$ cat src/rtl/adcp_pkg.sv
`default_nettype none

package adcp_pkg;

	// Fraction digits kept; the weight table has six entries.
	localparam int FRAC_DIGITS = 4;
	localparam int FRAC_LIMIT  = (FRAC_DIGITS < 6) ? FRAC_DIGITS : 6;

	localparam logic [7:0] CH_NUL    = 8'h00;
	localparam logic [7:0] CH_POINT  = 8'h2E;
	localparam logic [7:0] CH_MINUS  = 8'h2D;
	localparam logic [7:0] CH_ZERO   = 8'h30;
	localparam logic [7:0] CH_NINE   = 8'h39;
	localparam logic [7:0] CH_O_UP   = 8'h4F;
	localparam logic [7:0] CH_O_LOW  = 8'h6F;
	localparam logic [7:0] CH_T_UP   = 8'h54;
	localparam logic [7:0] CH_T_LOW  = 8'h74;
	localparam logic [7:0] CH_R_UP   = 8'h52;
	localparam logic [7:0] CH_R_LOW  = 8'h72;

	localparam logic [14:0] INT_MAX_PART = 15'h7FFF;

	localparam logic SRC_USB  = 1'b0;
	localparam logic SRC_UART = 1'b1;

	localparam logic [2:0] DEST_DESIRED  = 3'd0;
	localparam logic [2:0] DEST_THROTTLE = 3'd1;
	localparam logic [2:0] DEST_CURRENT  = 3'd2;
	localparam logic [2:0] DEST_UART_THR = 3'd3;
	localparam logic [2:0] DEST_ERROR    = 3'd4;

	typedef enum logic [2:0] {
		TK_DIGIT,
		TK_POINT,
		TK_MINUS,
		TK_OTHER,
		TK_TERM
	} tok_kind_t;

	typedef struct packed {
		logic [7:0] character;
		logic       source;
	} item_t;

	typedef struct packed {
		logic signed [31:0] value;
		logic [2:0]         destination;
	} result_t;

	typedef struct packed {
		tok_kind_t  kind;
		logic [3:0] digit;
		logic [7:0] chr;
		logic       src;
	} token_t;

	// round(2^16 / 10^(idx+1))
	function automatic logic [12:0] frac_weight(input logic [2:0] idx);
		logic [12:0] w;
		unique case (idx)
			3'd0:    w = 13'd6554;
			3'd1:    w = 13'd655;
			3'd2:    w = 13'd66;
			3'd3:    w = 13'd7;
			3'd4:    w = 13'd1;
			default: w = 13'd0;
		endcase
		return w;
	endfunction

endpackage

`default_nettype wire

$ cat src/rtl/adcp_front.sv
`default_nettype none

module adcp_front
	import adcp_pkg::*;
(
	input  item_t  item,
	output token_t tok
);

	always_comb begin
		tok.digit = item.character[3:0];
		tok.chr   = item.character;
		tok.src   = item.source;
		priority if (item.character == CH_NUL) begin
			tok.kind = TK_TERM;
		end else if (item.character >= CH_ZERO && item.character <= CH_NINE) begin
			tok.kind = TK_DIGIT;
		end else if (item.character == CH_POINT) begin
			tok.kind = TK_POINT;
		end else if (item.character == CH_MINUS) begin
			tok.kind = TK_MINUS;
		end else begin
			tok.kind = TK_OTHER;
		end
	end

endmodule

`default_nettype wire

$ cat src/rtl/adcp_tokq.sv
`default_nettype none

module adcp_tokq
	import adcp_pkg::*;
(
	input  logic   clk,
	input  logic   arst_n,
	input  logic   wr_en,
	input  token_t wr_tok,
	input  logic   rd_en,
	output token_t rd_tok,
	output logic   rd_valid,
	output logic   full
);

	token_t     slot_q [2];
	logic       wr_ptr_q;
	logic       rd_ptr_q;
	logic [1:0] cnt_q;

	assign rd_tok   = slot_q[rd_ptr_q];
	assign rd_valid = (cnt_q != 2'd0);
	assign full     = (cnt_q == 2'd2);

	always_ff @(posedge clk) begin
		if (wr_en) begin
			slot_q[wr_ptr_q] <= wr_tok;
		end
	end

	always_ff @(posedge clk or negedge arst_n) begin
		if (!arst_n) begin
			wr_ptr_q <= 1'b0;
			rd_ptr_q <= 1'b0;
			cnt_q    <= 2'd0;
		end else begin
			if (wr_en) wr_ptr_q <= ~wr_ptr_q;
			if (rd_en) rd_ptr_q <= ~rd_ptr_q;
			unique case ({wr_en, rd_en})
				2'b10:   cnt_q <= cnt_q + 2'd1;
				2'b01:   cnt_q <= cnt_q - 2'd1;
				default: cnt_q <= cnt_q;
			endcase
		end
	end

endmodule

`default_nettype wire

$ cat src/rtl/adcp_back.sv
`default_nettype none

module adcp_back
	import adcp_pkg::*;
(
	input  logic    clk,
	input  logic    arst_n,
	input  token_t  tok,
	input  logic    tok_valid,
	output logic    take,
	input  logic    pop,
	output logic    empty,
	output result_t result
);

	// frame state
	token_t      held_q;
	logic        held_valid_q;
	logic        neg_q;
	logic        in_frac_q;
	logic [14:0] int_q;
	logic [16:0] frac_q;
	logic [2:0]  fcnt_q;
	logic        bad_q;

	// result register
	logic        out_valid_q;
	result_t     res_q;

	logic        pop_ok;
	logic        is_term;
	logic        out_free;

	logic        neg_d;
	logic        in_frac_d;
	logic [14:0] int_d;
	logic [16:0] frac_d;
	logic [2:0]  fcnt_d;
	logic        bad_d;

	logic [18:0] int_next;
	logic [16:0] frac_prod;

	logic [2:0]  dest;
	logic [31:0] mag;
	logic [31:0] sat;
	logic [31:0] val;

	assign pop_ok   = pop && out_valid_q;
	assign is_term  = (tok.kind == TK_TERM);
	assign out_free = !out_valid_q || pop_ok;
	assign take     = tok_valid && (!is_term || out_free);
	assign empty    = !out_valid_q;
	assign result   = res_q;

	assign int_next  = 19'(int_q) * 19'd10 + 19'(held_q.digit);
	assign frac_prod = 17'(held_q.digit) * 17'(frac_weight(fcnt_q));

	// Parse the held character into the number state.
	always_comb begin
		neg_d     = neg_q;
		in_frac_d = in_frac_q;
		int_d     = int_q;
		frac_d    = frac_q;
		fcnt_d    = fcnt_q;
		bad_d     = bad_q;
		if (held_valid_q) begin
			unique case (held_q.kind)
				TK_DIGIT: begin
					if (!in_frac_q) begin
						int_d = (int_next > 19'(INT_MAX_PART)) ? INT_MAX_PART
							: int_next[14:0];
					end else if (fcnt_q < 3'(FRAC_LIMIT)) begin
						frac_d = frac_q + frac_prod;
						fcnt_d = fcnt_q + 3'd1;
					end
				end
				TK_POINT: begin
					if (in_frac_q) bad_d = 1'b1;
					else in_frac_d = 1'b1;
				end
				TK_MINUS: begin
					if (!neg_q && !in_frac_q && int_q == 15'd0) neg_d = 1'b1;
					else bad_d = 1'b1;
				end
				default: bad_d = 1'b1;
			endcase
		end
	end

	// Terminator: pick destination and build the value.
	always_comb begin
		dest = DEST_ERROR;
		if (held_valid_q && !bad_q) begin
			if (tok.src == SRC_USB) begin
				if (held_q.chr == CH_O_UP || held_q.chr == CH_O_LOW) dest = DEST_DESIRED;
				else if (held_q.chr == CH_T_UP || held_q.chr == CH_T_LOW) dest = DEST_THROTTLE;
			end else begin
				if (held_q.chr == CH_R_UP || held_q.chr == CH_R_LOW) dest = DEST_CURRENT;
				else if (held_q.chr == CH_T_UP || held_q.chr == CH_T_LOW) dest = DEST_UART_THR;
			end
		end
		mag = {1'b0, int_q, 16'h0000} + 32'(frac_q);
		sat = mag[31] ? 32'h7FFF_FFFF : mag;
		val = neg_q ? (32'd0 - sat) : sat;
		if (dest == DEST_ERROR) val = 32'd0;
	end

	always_ff @(posedge clk or negedge arst_n) begin
		if (!arst_n) begin
			held_q       <= '{kind: TK_OTHER, digit: 4'd0, chr: CH_NUL, src: SRC_USB};
			held_valid_q <= 1'b0;
			neg_q        <= 1'b0;
			in_frac_q    <= 1'b0;
			int_q        <= '0;
			frac_q       <= '0;
			fcnt_q       <= '0;
			bad_q        <= 1'b0;
		end else if (take) begin
			if (is_term) begin
				held_valid_q <= 1'b0;
				neg_q        <= 1'b0;
				in_frac_q    <= 1'b0;
				int_q        <= '0;
				frac_q       <= '0;
				fcnt_q       <= '0;
				bad_q        <= 1'b0;
			end else begin
				held_q       <= tok;
				held_valid_q <= 1'b1;
				neg_q        <= neg_d;
				in_frac_q    <= in_frac_d;
				int_q        <= int_d;
				frac_q       <= frac_d;
				fcnt_q       <= fcnt_d;
				bad_q        <= bad_d;
			end
		end
	end

	always_ff @(posedge clk or negedge arst_n) begin
		if (!arst_n) begin
			out_valid_q <= 1'b0;
		end else if (take && is_term) begin
			out_valid_q <= 1'b1;
		end else if (pop_ok) begin
			out_valid_q <= 1'b0;
		end
	end

	always_ff @(posedge clk) begin
		if (take && is_term) begin
			res_q.value       <= signed'(val);
			res_q.destination <= dest;
		end
	end

endmodule

`default_nettype wire

$ cat src/rtl/ascii_decimal_command_parser.sv
`default_nettype none

// Channel   Handshake            Payload
// -------   ------------------   ------------------------------------------
// item      push / full          item_t   : character[7:0], source
// result    pop / empty          result_t : value[31:0] (Q15.16), destination[2:0]
//
// One character transaction per cycle while results are popped; the back end retires one
// token a cycle from the two-entry token queue.
// A terminator's result passes the token queue and the result register before it shows on the result ports.
// When a result sits unpopped, the next terminator waits in the queue; the
// queue then fills and full rises. Plain characters never stall the back end.
// arst_n clears the queue, the frame state and the result valid flag.

module ascii_decimal_command_parser
	import adcp_pkg::*;
(
	input  logic    clk,
	input  logic    arst_n,
	input  logic    push,
	output logic    full,
	input  item_t   item,
	output logic    empty,
	input  logic    pop,
	output result_t result
);

	token_t front_tok;   // classified incoming character
	token_t q_tok;       // oldest queued token
	logic   q_valid;
	logic   q_take;
	logic   q_full;

	assign full = q_full;

	// Front: character class and digit value
	adcp_front u_front (
		.item (item),
		.tok  (front_tok)
	);

	// Token queue between front and back
	adcp_tokq u_tokq (
		.clk      (clk),
		.arst_n   (arst_n),
		.wr_en    (push && !q_full),
		.wr_tok   (front_tok),
		.rd_en    (q_take),
		.rd_tok   (q_tok),
		.rd_valid (q_valid),
		.full     (q_full)
	);

	// Back: number accumulation, command decode, result register
	adcp_back u_back (
		.clk       (clk),
		.arst_n    (arst_n),
		.tok       (q_tok),
		.tok_valid (q_valid),
		.take      (q_take),
		.pop       (pop),
		.empty     (empty),
		.result    (result)
	);

endmodule

`default_nettype wire

$ cat config.mk
export PLATFORM = sky130hd
export DESIGN_NAME = ascii_decimal_command_parser
export DESIGN_NICKNAME = d
export VERILOG_FILES = /design/src/rtl/adcp_pkg.sv /design/src/rtl/adcp_front.sv /design/src/rtl/adcp_tokq.sv /design/src/rtl/adcp_back.sv /design/src/rtl/ascii_decimal_command_parser.sv
export SDC_FILE = /design/constraint.sdc
export NUM_CORES = 1
export LEC_CHECK = 0
export ABC_AREA = 1
export ABC_CLOCK_PERIOD_IN_PS = 4050
export BUFFER_PORTS_ARGS = -buffer_cell sky130_fd_sc_hd__buf_2
export CORE_MARGIN = 8
export CORE_UTILIZATION = 57
export CTS_CLUSTER_DIAMETER = 100
export DETAILED_ROUTE_END_ITERATION = 7
export PLACE_DENSITY_LB_ADDON = 0.1
export SLEW_MARGIN = 20
export SYNTH_ARGS = -nofsm -noshare
export SYNTH_HDL_FRONTEND = slang
export SYNTH_SLANG_ARGS = --single-unit
$ cat constraint.sdc
create_clock -name clk -period 4.05 [get_ports clk]
set_input_delay 0.81 -clock clk [delete_from_list [all_inputs] [get_ports clk]]
set_output_delay 0.81 -clock clk [all_outputs]
set_load 0.01 [all_outputs]
# Yosys cells after proc, flatten, opt, wreduce, memory -nomap -nowiden
# Memory sizes are Yosys's and may differ from the RTL's.
# Index checks and enable logic that the tools add are counted.
# W data, S select, Z words.
[totals] regBits=94 ram_bits=32 in_bits=13 output_inout_bits=37 word_cells=141 n_memories=1
[mem_list] memory="u_tokq.slot_q" words=2 word_bits=16 rd=1 rd_ports_with_merged_regs=0 wr=1 line="adcp_tokq.sv:16" text="token_t slot_q [2];"
[op_classes] addsub=7 mul=2 n_lt_le_gt_ge=4 eq_ne=23 muxes=46 bitwise_logic=3 reduce_logical=39
[ops] operator="$mux W17" n=5
[ops] operator="$mux W15" n=5
[ops] operator="$pmux W13 S5" n=1
[ops] operator="$eq A8 B7 Y1 const B" n=6
[ops] operator="$mux W3" n=14
[ops] operator="$add A31 B17 Y32" n=1
[ops] operator="$mux W32" n=1
[ops] operator="$sub A1 B32 Y32 const A" n=1
[ops] operator="$mux W31" n=1
[ops] operator="$reduce_bool A2 Y1" n=10
[ops] operator="$add A19 B4 Y19" n=1
[ops] operator="$gt A19 B15 Y1 const B" n=1
[ops] operator="$mul A15 B3 Y18 const B" n=1
[ops] operator="$add A17 B17 Y17" n=1
[ops] operator="$mul A4 B13 Y17" n=1
[ops] operator="$mux W1" n=17
[ops] operator="$eq A8 B6 Y1 const B" n=2
[ops] operator="$logic_not A15 Y1" n=1
[ops] operator="$reduce_and A5 Y1" n=2
[ops] operator="$eq A3 B2 Y1 const B" n=3
[ops] operator="$eq A3 B3 Y1 const B" n=3
[ops] operator="$ge A8 B6 Y1 const B" n=1
[ops] operator="$le A8 B6 Y1 const B" n=1
[ops] operator="$logic_and A1 B1 Y1" n=8
[ops] operator="other kinds (21)" n=36

# Longest topological paths before layout
# Gate-level depths: netlist of the first run.
[logic_depth] ltp_word=9 mapped_depth=27 mapped_depth_nobuf=27

# Hierarchy
# Synthesis of the first run repeated with hierarchy kept, for this count alone.
[hier_totals] cells_unflattened=1296 area_unflattened_um2=9999.6
[modules_own_cells] module="adcp_back" instances=1 cells_per_inst=1145 area_each_um2=8301.7 seq_area_each_um2=2404.8
[modules_own_cells] module="adcp_tokq" instances=1 cells_per_inst=108 area_each_um2=1478.9 seq_area_each_um2=1061.0
[modules_own_cells] module="adcp_front" instances=1 cells_per_inst=41 area_each_um2=209.0 seq_area_each_um2=0.0
[modules_own_cells] module="ascii_decimal_command_parser" instances=1 cells_per_inst=2 area_each_um2=10.0 seq_area_each_um2=0.0

# Least setup slack after synthesis of the first run
# Ideal clock, no wire load.
[synth_path] path_kind="register -> register" start="register u_back.fcnt_q[1]" end="register u_back.frac_q[13]" setup_time_ps=126 arrival_ps=4288 slack_ps=-364 stages_incl_launch_ff=28 synth_period_minus_slack_ps=4414 cell_sequence="dfrtp_1 inv_1 ha_1 nand2_1 inv_1 nor2_1 nand2_1 inv_1 o21ai_0 inv_1 nor2_1 fa_1 fa_1 inv_1 fa_1 inv_1 ha_1 nand3b_1 nand2_1 nand2_1 a21oi_1 a31oi_1 o21ai_0 nand2_1 nand2_1 nand2_1 nand2_1 o21ai_0"
[synth_between] elab_chain_len=9 elab_cells_between_ends=16 cone_classes="add/sub: 1; mul: 1; order compare: 1; eq/ne: 4; mux: 6; reduce/logical: 3"
[synth_rtl] element="start: declaration" line="adcp_back.sv:23" text="logic [2:0] fcnt_q;"
[synth_rtl] element="start signal: assignment" line="adcp_back.sv:135" text="fcnt_q <= fcnt_d;"
[synth_rtl] element="$eq A3 B3 Y1, or another cell as far along" line="adcp_pkg.sv:60" text="unique case (idx)"
[synth_rtl] element="$pmux W13 S5" line="adcp_pkg.sv:60"
[synth_rtl] element="$mul A4 B13 Y17" line="adcp_back.sv:57" text="assign frac_prod = 17'(held_q.digit) * 17'(frac_weight(fcnt_q));"
[synth_rtl] element="$add A17 B17 Y17" line="adcp_back.sv:74" text="frac_d = frac_q + frac_prod;"
[synth_rtl] element="$mux W17" line="adcp_back.sv:73" text="end else if (fcnt_q < 3'(FRAC_LIMIT)) begin"
[synth_rtl] element="$mux W17" line="adcp_back.sv:70" text="if (!in_frac_q) begin"
[synth_rtl] element="$mux W17" line="adcp_back.sv:68" text="unique case (held_q.kind)"
[synth_rtl] element="$mux W17" line="adcp_back.sv:67" text="if (held_valid_q) begin"
[synth_rtl] element="$mux W17" line="adcp_back.sv:120" text="if (is_term) begin"
[synth_rtl] element="end signal: assignment" line="adcp_back.sv:134" text="frac_q <= frac_d;"
[synth_rtl] element="end: declaration" line="adcp_back.sv:22" text="logic [16:0] frac_q;"
# Several ways; a longest one is shown, not always the timed one. The select of a mux whose other input is x is not followed.
# A chain may end at the register's enable or synchronous reset.

# Worst setup path in the final report of the first run
# Same ends and word-level chain as after synthesis.

==> impl_results.md, run 1 <==
* Total number of vias at 8055
* Ant. Diodes at 0
* Max-slew violations at 0
* First-pass DRT Iterations at 6
* Sequential cell area fraction in the yosys report at 33.3%
* IO Port Bufs at 49
* Die Ht at 143 um
* Final period util at 104%
* Die X at 143 um
* Fillers at 1359
* Area of the multi-input gates at 5510 um2
* Most used DFF post-synth: edfxtp_1
* DPL Wire Length at 16800 um
* Kind of critical path: reg -> reg
* Gr ovfl total at 0
* Synth Area in Adders at around 16%
* Starting DRT DRC Count at 606
* Setup ws final at -151 ps
* Clock slew at reported path FFs at 80 ps
* Register area at 3070 um2
* Syn Inst Count at roughly 1200
* Max Fanout on Critical Path at 4
* RSZ-0062 raised after global routing: true
* Compound-Gate Fraction of Synth Area at 10.0%
* Post-synthesis mux area share at 0.122%
* Worst Skew at between 10 and 15 ps
* Layout cells sized above 1 at 19.5%
* Worst path arrival time at 4450 ps
* I/O pin cnt at 50
* Vias in the first global route at 7719
* Die Area at ~20000 um2
* TritonCTS clock tree: built
* H-tree Lvls at 3
* Dominant combinational cell family by area after synthesis: simple AND/OR/NAND/NOR gates
* Status: complete, but fails checks
* Startpoint type of the worst setup path: flip-flop
* Syn nets at 1306
* Post-synthesis register bit count at ~110
* Routed wire per std cell at 14.3 um
* Global-route wire length before repair at 36300 um
* Dpl ws at -225 ps
* DRT antenna net count at 0
* RePlAce Congestion at 0.909
* Async SR Flop Fraction at 48.6%
* Xor/xnor cell area share of the yosys netlist at 2.75%
* Row cnt at 46
* FMAX at roughly 240 MHz
* Starting Density at 58.1%
* Initial antenna violation count at 1
* # setup viols final at 8
* Clk_lat worst skew at between 300 and 400 ps
* Tmin final at 4200 ps
* Netlist Area Pre-Place at between 9000 and 10000 um2
* Slew margin rel. at between 30 and 40%
* CTS sink cnt at 111
* Final wirelength at about 22000 um
* Tot GR Track Use at 22.1%
* Post-DR vias/cell at 5.34
* Largest net degree at the start of global routing at 39
* Yosys Warn Count at 0
* Synth Area in Simple Gates at 27.9%
* Final Net Count at roughly 1400
* Worst-Margin Slew at between 900 and 1000 ps
* CP Data Required Time at 4300 ps
* Hold Vio Cnt, Final at 0
* Crit end category: flip-flop
* DRC errors left at 0
* Hold Path Class: reg -> reg
* Root Buffer Master: clkbuf_16
* CTS Buffer Depth at 2
* Layout area overhead at 15.0%
* Max cap viols at 0
* Post-synth EDFFs at 57
* Core outline area at 15800 um2
* Number of hold buffers added after CTS at 0
* Number of distinct library cells after synthesis at 56
* CTS Buf Count at 9
* Syn_area_per_cell at 7.71 um2
* Failing checks: setup timing
state kept, by name (all words and copies together) (netlist names):
| register | count |
|---|---|
| u_back.bad_q | 1 |
| u_back.fcnt_q | 3 |
| u_back.frac_q | 17 |
| u_back.held_q | 10 |
| u_back.held_valid_q | 1 |
| u_back.in_frac_q | 1 |
| u_back.int_q | 15 |
| u_back.neg_q | 1 |
| u_back.out_valid_q | 1 |
| u_back.result | 35 |
| u_tokq.cnt_q | 2 |
| u_tokq.rd_ptr_q | 1 |
| u_tokq.slot_q | 22 |
| u_tokq.wr_ptr_q | 1 |
worst max-delay path: stages (launching register included):
cell and delay, ps:
dfrtp_1 400, inv_2 90, ha_4 160, nand2_2 70, inv_2 50, nor2_4 100, nand2_2 70, o22ai_4 140
buf_6 130, nor2_2 30, fa_1 460, fa_1 510, inv_2 40, fa_1 490, inv_2 40, ha_4 280
nand3b_1 80, nand2_1 110, nand2_2 80, a21oi_4 170, a31oi_2 120, o21ai_2 180, nand2_1 70, nand2_1 70
nand2_1 50, nand2_1 60, o21ai_1 50
stage by stage:
stage	cell area, um2	util (%)	std cells	setup TNS, ps	hold WS (ps)
2_1_floorplan	9280	-	1193	-19.6	464
3_3_place_gp	10000	63.2	1482	-382	472
3_5_place_dp	10000	63.2	1482	-792	483
4_1_cts	10400	65.7	1506	-442	501
5_1_grt	10600	66.8	1509	-2750	541
6_report	10600	66.8	1509	-875	496
cell type report:
class / count / area share (%)
multi-input cells: 854 / 52.1
flip-flops and latches: 111 / 29.0
inverters: 211 / 7.52
repair buffers: 101 / 6.12
well taps: 216 / 2.56
clock buffers: 11 / 2.30
clock inverters: 5 / 0.367
per-layer routing:
metal / GRT usage, % / share of wire (%) / vias to the layer above
li1: - / - / 4062
met1: 28.5 / 45 / 3781
met2: 38.1 / 49 / 179
met3: 2.50 / 4.3 / 33
met4: 6.54 / 1.8 / 0
met5: 0 / 0 / -
placed cells by master, fill, tap and decap left out, types with 3 or more instances in the layout:
cell type | synthesis | routed
buf_4 | 1 | 49
nand2_4 | 2 | 3
xnor2_1 | 7 | 6
o22ai_1 | 12 | 10
nor3_1 | 17 | 16
nor2_2 | 8 | 11
buf_6 | 3 | 3
nand4_1 | 18 | 18
o21ai_0 | 66 | 55
dfrtp_1 | 52 | 52
inv_1 | 188 | 177
clkinv_1 | 6 | 7
o21a_1 | 3 | 3
a21oi_1 | 61 | 49
xor2_1 | 20 | 20
inv_2 | 17 | 27
buf_2 | 5 | 49
nand2_2 | 17 | 25
nor2_4 | 3 | 6
nand2_1 | 272 | 263
o21ai_1 | 10 | 16
ha_4 | 0 | 5
nor2_1 | 116 | 110
nand3_4 | 2 | 3
edfxtp_1 | 57 | 57
nor4_1 | 6 | 6
nand3_1 | 61 | 59
ha_1 | 70 | 64
a21oi_2 | 2 | 13
fa_1 | 30 | 29
clkbuf_16 | 0 | 9
o21ai_2 | 0 | 3
nand3_2 | 16 | 17
o211ai_1 | 5 | 5
logic make-up (layout without fill, tap and decap cells):
family          count (synthesis)  in the layout
simple gates                  556            556
buf+inv                       228            328
flops                         111            111
fa+ha+maj                     100            100
compound gates                169            169
mux                             1              1
xor+xnor                       28             28
path summary, 6_finish.rpt:
| check | depth (start not counted) | slack, ps | start | end |
|---|---|---|---|---|
| worst max-delay path | 26 | -150 | u_back.fcnt_q[1] | u_back.frac_q[13] |
| worst min-delay path | 2 | 500 | u_tokq.slot_q[0][7] | u_back.held_q[7] |
| worst max register to register | 26 | -150 | u_back.fcnt_q[1] | u_back.frac_q[13] |
| worst min register to register | 2 | 500 | u_tokq.slot_q[0][7] | u_back.held_q[7] |
| max in group asynchronous | 2 | 2720 | arst_n | u_back.int_q[4] |
| min in group asynchronous | 1 | 510 | arst_n | u_tokq.wr_ptr_q |
timing repair:
item                       4_1_cts  5_1_grt
resized for setup               19       38
buffers inserted                 8        3
setup endpoints to repair        8       11
pin swaps                       16       22
cell usage after synthesis (all sizes together) (3+ instances only):
master,n,share of area (%)
clkbuf,6,0.24
nor3,19,1.2
o211ai,5,0.41
inv,205,8.4
ha,70,9.5
nor2,129,6.1
dfrtp,52,14
o22ai,12,0.82
buf,11,0.93
nand3,79,5.4
o21ai,76,4.1
xor2,21,2.1
nand2,291,13
clkinv,6,0.24
or2,6,0.41
fa,30,6.5
nor4,6,0.41
nand4,18,1.2
a21oi,63,3.5
o21a,3,0.24
xnor2,7,0.67
edfxtp,57,19
Power of run 1 is left out: the tool's default activity adds up to more than one toggle a clock period on the data nets, which glitch-free logic cannot reach.
==> run 2: changes to the inputs <==
--- a/config.mk
+++ b/config.mk
@@ -9,10 +9,11 @@
 export ABC_CLOCK_PERIOD_IN_PS = 4050
 export BUFFER_PORTS_ARGS = -buffer_cell sky130_fd_sc_hd__buf_2
 export CORE_MARGIN = 8
-export CORE_UTILIZATION = 57
+export CORE_UTILIZATION = 55
 export CTS_CLUSTER_DIAMETER = 100
 export DETAILED_ROUTE_END_ITERATION = 7
 export PLACE_DENSITY_LB_ADDON = 0.1
+export RECOVER_POWER = 50
 export SLEW_MARGIN = 20
 export SYNTH_ARGS = -nofsm -noshare
 export SYNTH_HDL_FRONTEND = slang
==> run 2 against run 1 <==
Net effect:
- the run ends with capacitance limit, slew limit, setup timing left
- hold slack got worse by 1.5 ps
- sequential share of layout area increased by 0.21 points
- first-iteration DRC count decreased by 20%
- design area decreased by 0.73%
- critical path depth decreased by 1
- wire length decreased by 0.18%
- count of clock-buffer cells in the layout decreased by 2
- global-route usage decreased by 1.5 points
- non-clock buffer count decreased by 3
- cell count about the same
- die area increased by 3.2%
- clock skew decreased by 2.3 ps
==> impl_results.md, run 2 (synthesized netlist as in run 1, its figures left out) <==
* CP Data Required Time at 4290 ps
* Worst path arrival time at 4510 ps
* Tmin final at 4270 ps
* Worst Skew at 10.9 ps
* Core outline area at 16500 um2
* Min-Delay Endpoint: u_back.held_q[3]
* CTS Buf Count at 9
* Crit. Startpoint: u_back.fcnt_q[0]
* RSZ-0062 raised after global routing: true
* Crit path buffers/inverters at 6
* Initial antenna violation count at 0
* Root Buffer Master: clkbuf_16
* Worst hold slack at 495 ps
* RePlAce Congestion at between 0.8 and 0.9
* DRC errors left at 0
* Slowest cell on crit path: fa_1
* CTS Buffer Depth at 2
* Dpl cells at about 1500
* Setup ws final at -219 ps
* FMAX at 234 MHz
* Largest net degree at the start of global routing at 42
* Gr ovfl total at 0
* Max-slew violations at 42
* Worst-Margin Slew at 2300 ps
* Worst reg2reg path endpoint: u_back.frac_q[13]
* Vias in the first global route at 7526
* First-pass DRT Iterations at 5
* Hold path startpoint: u_tokq.slot_q[0][11]
* Final period util at 105%
* Finished Cell Area at 10500 um2
* Critical R2R Launch: u_back.fcnt_q[0]
* Die Area at 21100 um2
* Layout area overhead at 14.1%
* Cell Count, Final, Fillers Out at around 1500
* Post-DR vias/cell at 5.24
* Critical path's largest stage delay at 500 ps
* FF-to-FF setup slack at -220 ps
* Max reg flops at 35
* Ant. Diodes at 0
* Final wirelength at 21500 um
* Clock slew at reported path FFs at 70 ps
* Starting DRT DRC Count at around 480
* Slew margin rel. at -53.2%
* Final Net Count at ~1400
* Row cnt at 47
* Startpoint type of the worst setup path: flip-flop
* Commonest non-fill, non-tap cell in the layout: nand2_1
* CTS sink cnt at 111
* Die Ht at ~150 um
* Status: complete, but fails checks
* Hold Vio Cnt, Final at 0
* Layout cells sized above 1 at 15.7%
* Number of hold buffers added after CTS at 0
* TritonCTS clock tree: built
* WHS Path Cells at 2
* Hold Path Class: reg -> reg
* Die X at 145 um
* Kind of critical path: reg -> reg
* Max cap viols at 1
* Failing checks: capacitance limit, slew limit, setup timing
* Crit end category: flip-flop
* Starting Density at 55.8%
* Total number of vias at 7912
* DRT antenna net count at 0
* IO Port Bufs at 49
* Commonest non-fill, non-tap cells in the layout: nand2_1, inv_1, nor2_1, ha_1, nand3_1
* I/O pin cnt at 50
* Tot GR Track Use at around 20%
* Routed wire per std cell at 14.3 um
* CP top delay family: adder cells
* Clk_lat worst skew at 360 ps
* H-tree Lvls at 3
* DPL Wire Length at 16700 um
* # setup viols final at 8
* Max Fanout on Critical Path at 5
* Placed Area at 10000 um2
* R2R cell count at 25
* Global-route wire length before repair at 36100 um
run 2: changes by cell type in the layout (fill, tap and decap cells not counted), moves of 2 or more:
cell	change
buf_6	-2
buf_2	-45
nor2_2	+2
buf_4	-2
nor2_4	+2
clkbuf_1	+45
inv_1	+3
inv_2	-3
nor2_1	-4
run 2: timing repair:
| item | in CTS | in global routing |
|---|---|---|
| resized for setup | 12 | 40 |
| endpoints found under the setup margin | 9 | 11 |
| pin swaps | 9 | 24 |
| cloned | 0 | 0 |
| buffers inserted | 8 | 5 |
run 2: tightest hold or removal path: cells and delay by family, from the launching register on:
kind	cells	cell delay, ps
flops	1	330
compound gates	2	130
run 2: layout make-up:
| cell class | count | area, um2 |
|---|---|---|
| Fill cell | 1446 | 5970 |
| Timing Repair Buffer | 98 | 557 |
| Tap cell | 220 | 275 |
| Clock inverter | 7 | 66.3 |
| Clock buffer | 9 | 225 |
| Sequential cell | 111 | 3070 |
| Multi-Input combinational cell | 854 | 5510 |
| Inverter | 211 | 795 |
run 2: how the worst max path moves through the flow:
stage,cells past startpoint,slack [ps],end
finish,25,-220,u_back.frac_q[13]
global route,25,-370,u_back.frac_q[13]
CTS,25,-150,u_back.frac_q[13]
detailed placement,25,-220,u_back.frac_q[13]
global placement,23,-130,u_back.frac_q[14]
floorplan,27,-20,u_back.frac_q[13]
run 2: stage by stage:
step | util, % | setup WS, ps | setup TNS (ps)
after floorplan | - | -19.6 | -19.6
after global placement | 60.8 | -127 | -403
after detailed placement | 60.8 | -223 | -997
after CTS | 63.1 | -146 | -508
after global routing | 63.7 | -365 | -2480
final | 63.7 | -219 | -975
run 2: metal layers:
metal  GRT usage (%)  share of wire (%)  vias to the layer above  wire length (um)
met5               0                  0                        -                 0
met4            5.15                1.5                        0               318
met3            3.36                4.7                       32              1020
met2            35.4                 48                      138             10200
met1            26.6                 46                     3691              9970
li1                -                  -                     4051                 -
Power of run 2 is left out for the same reason.
==> run 3: changes to the inputs <==
--- a/config.mk
+++ b/config.mk
@@ -17,4 +17,5 @@
 export SLEW_MARGIN = 20
 export SYNTH_ARGS = -nofsm -noshare
 export SYNTH_HDL_FRONTEND = slang
+export SYNTH_HIERARCHICAL = 1
 export SYNTH_SLANG_ARGS = --single-unit
==> run 3 against run 2 <==
Net effect:
- the flow still finishes with violations (capacitance limit, slew limit, setup timing)
- largest cell class unchanged
- synthesized area increased by 7.8%
- via count increased by 7.9%
- sequential share of layout area is 0.36 points higher
- highest routed layer unchanged
- wire length increased by 12%
- die area is 7.0% higher
- global-route usage rose by 1.7 points
- fmax down 3.4%
- synthesized cell count increased by 8.1%
- critical path depth is 1 lower
- core utilization up 0.85 points
==> impl_results.md, run 3 <==
* DRC errors left at 0
* Largest net degree at the start of global routing at 41
* H-tree Lvls at 4
* DPL Wire Length at 18100 um
* Status: complete, but fails checks
* Crit end category: flip-flop
* Max reg flops at 35
* Starting DRT DRC Count at between 500 and 600
* Core outline area at around 18000 um2
* Setup ws final at -368 ps
* CP dominant cell by count: nand2_1
* Cell Count, Final, Fillers Out at 1626
* Final period util at 109%
* Max cap viols at 1
* IO Port Bufs at 49
* Root Buffer Master: clkbuf_16
* Syn nets at 1403
* Final Net Count at 1498
* CTS Buffer Depth at 2
* Number of hold buffers added after CTS at 0
* Kind of critical path: reg -> reg
* Routed wire per std cell at 14.8 um
* Worst path arrival time at 4710 ps
* Initial antenna violation count at 0
* Clk_lat worst skew at 420 ps
* Die Ht at 150 um
* Commonest non-fill, non-tap cells in the layout: nand2_1, inv_1, nor2_1, edfxtp_1
* DRT antenna net count at 0
* Ant. Diodes at 0
* Syn Inst Count at 1290
* Vias in the first global route at 8415
* CTS Buf Count at 17
* Final setup TNS at -1880 ps
* I/O pin cnt at 50
* Clock slew at reported path FFs at ~60 ps
* Post-DR vias/cell at ~5.2
* Final core occ at ~65%
* Max-slew violations at 41
* Fillers at between 1500 and 2000
* RSZ-0062 raised after global routing: true
* Startpoint type of the worst setup path: flip-flop
* Global-route wire length before repair at 40400 um
* Layout area overhead at 16.2%
* Hold Path Class: reg -> reg
* FMAX at ~230 MHz
* Hold Vio Cnt, Final at 0
* Cells along the critical path: inv_2 > ha_4 > nor2_4 > a31oi_4 > nor3_4 > a21oi_4 > nor3_4 > or2_4 > fa_1 > fa_1 > fa_1 > inv_2 > ha_4 > nand2_1 > nand2_1 > nand2_1 > nand2_2 > nand4_1 > nand3_2 > a21oi_1 > o21bai_1 > nand2_1 > nand2_1 > o22ai_2
* CP top delay family: adder cells
* Dpl ws at -482 ps
* Critical path's largest stage delay at 500 ps
* Die Area at between 20000 and 25000 um2
* Total number of vias at 8535
* Commonest non-fill, non-tap cell in the layout: nand2_1
* Tmin final at 4420 ps
* Syn_area_per_cell at 7.69 um2
* Slowest cell on crit path: fa_1
* Layout cells sized above 1 at 16.9%
* Yosys Warn Count at 6
* Row cnt at 49
* Gr ovfl total at 0
* # setup viols final at 10
* Dpl cells at 1584
* Worst-Margin Slew at about 2300 ps
* Netlist Area Pre-Place at approximately 9900 um2
* First-pass DRT Iterations at 6
* CP Data Required Time at 4340 ps
* Slew margin rel. at -56.4%
* RePlAce Congestion at 0.913
* Crit path buffers/inverters at 2
* Failing checks: capacitance limit, slew limit, setup timing
* Die X at approximately 150 um
* Final wirelength at roughly 24000 um
* Starting Density at approximately 56%
* TritonCTS clock tree: built
* Max Fanout on Critical Path at 4
* Tot GR Track Use at 22.4%
* Worst Skew at ~9.5 ps
* CTS sink cnt at 123
-- run 3: cell count changes in the layout (fill, tap and decap cells not counted), sizes merged, moves of 9 or more --
cell	delta
nand2	+31
inv	+30
buf	+37
nand4	+9
nor2	+10
clkbuf	-15
-- run 3: final cells by class --
class	count	area (um2)	area share (%)
multi-input combinational	894	5580	48.4
sequential	123	3410	29.6
inverter	237	890	7.72
timing repair buffer	112	688	5.97
clock buffer	17	425	3.69
tap	229	287	2.49
clock inverter	14	243	2.11
-- run 3: timing repair --
item | CTS | global route
hold endpoints to repair | 0 | 0
gates resized for setup | 27 | 31
endpoints found under the setup margin | 12 | 12
buffers inserted | 6 | 5
pin swaps | 12 | 7
-- run 3: worst min-delay path, cell delays in order (launching register included) --
cell	delay [ps]
dfrtp_1	340
nand2_1	60
nand2_1	50
-- run 3: metrics by stage --
stage | instance area, um2 | hold WS (ps)
2_1_floorplan | 9960 | 434
3_3_place_gp | 10600 | 448
3_5_place_dp | 10600 | 457
4_1_cts | 11400 | 469
5_1_grt | 11500 | 508
6_report | 11500 | 470
-- run 3: per-layer routing --
metal  up-vias  global-route usage, %  share of wire (%)
met5         -                      0                  0
met3        39                   3.88                4.9
met2       192                   38.4                 49
met4         0                   6.35                1.7
li1       4341                      -                  -
met1      3963                   28.4                 44
-- run 3: path summary, 6_finish.rpt --
check	from	endpoint	slack, ps	cells past startpoint
worst min register to register	u_back/held_q[8]	u_back/held_q[8]	470	2
min in group asynchronous	arst_n	u_back/int_q[11]	1100	1
max in group asynchronous	arst_n	u_tokq/cnt_q[1]	1020	2
worst max register to register	u_back/fcnt_q[0]	u_back/frac_q[15]	-370	24
worst min-delay path	u_back/held_q[8]	u_back/held_q[8]	470	2
worst max-delay path	u_back/fcnt_q[0]	u_back/frac_q[15]	-370	24
Power of run 3 is left out for the same reason.
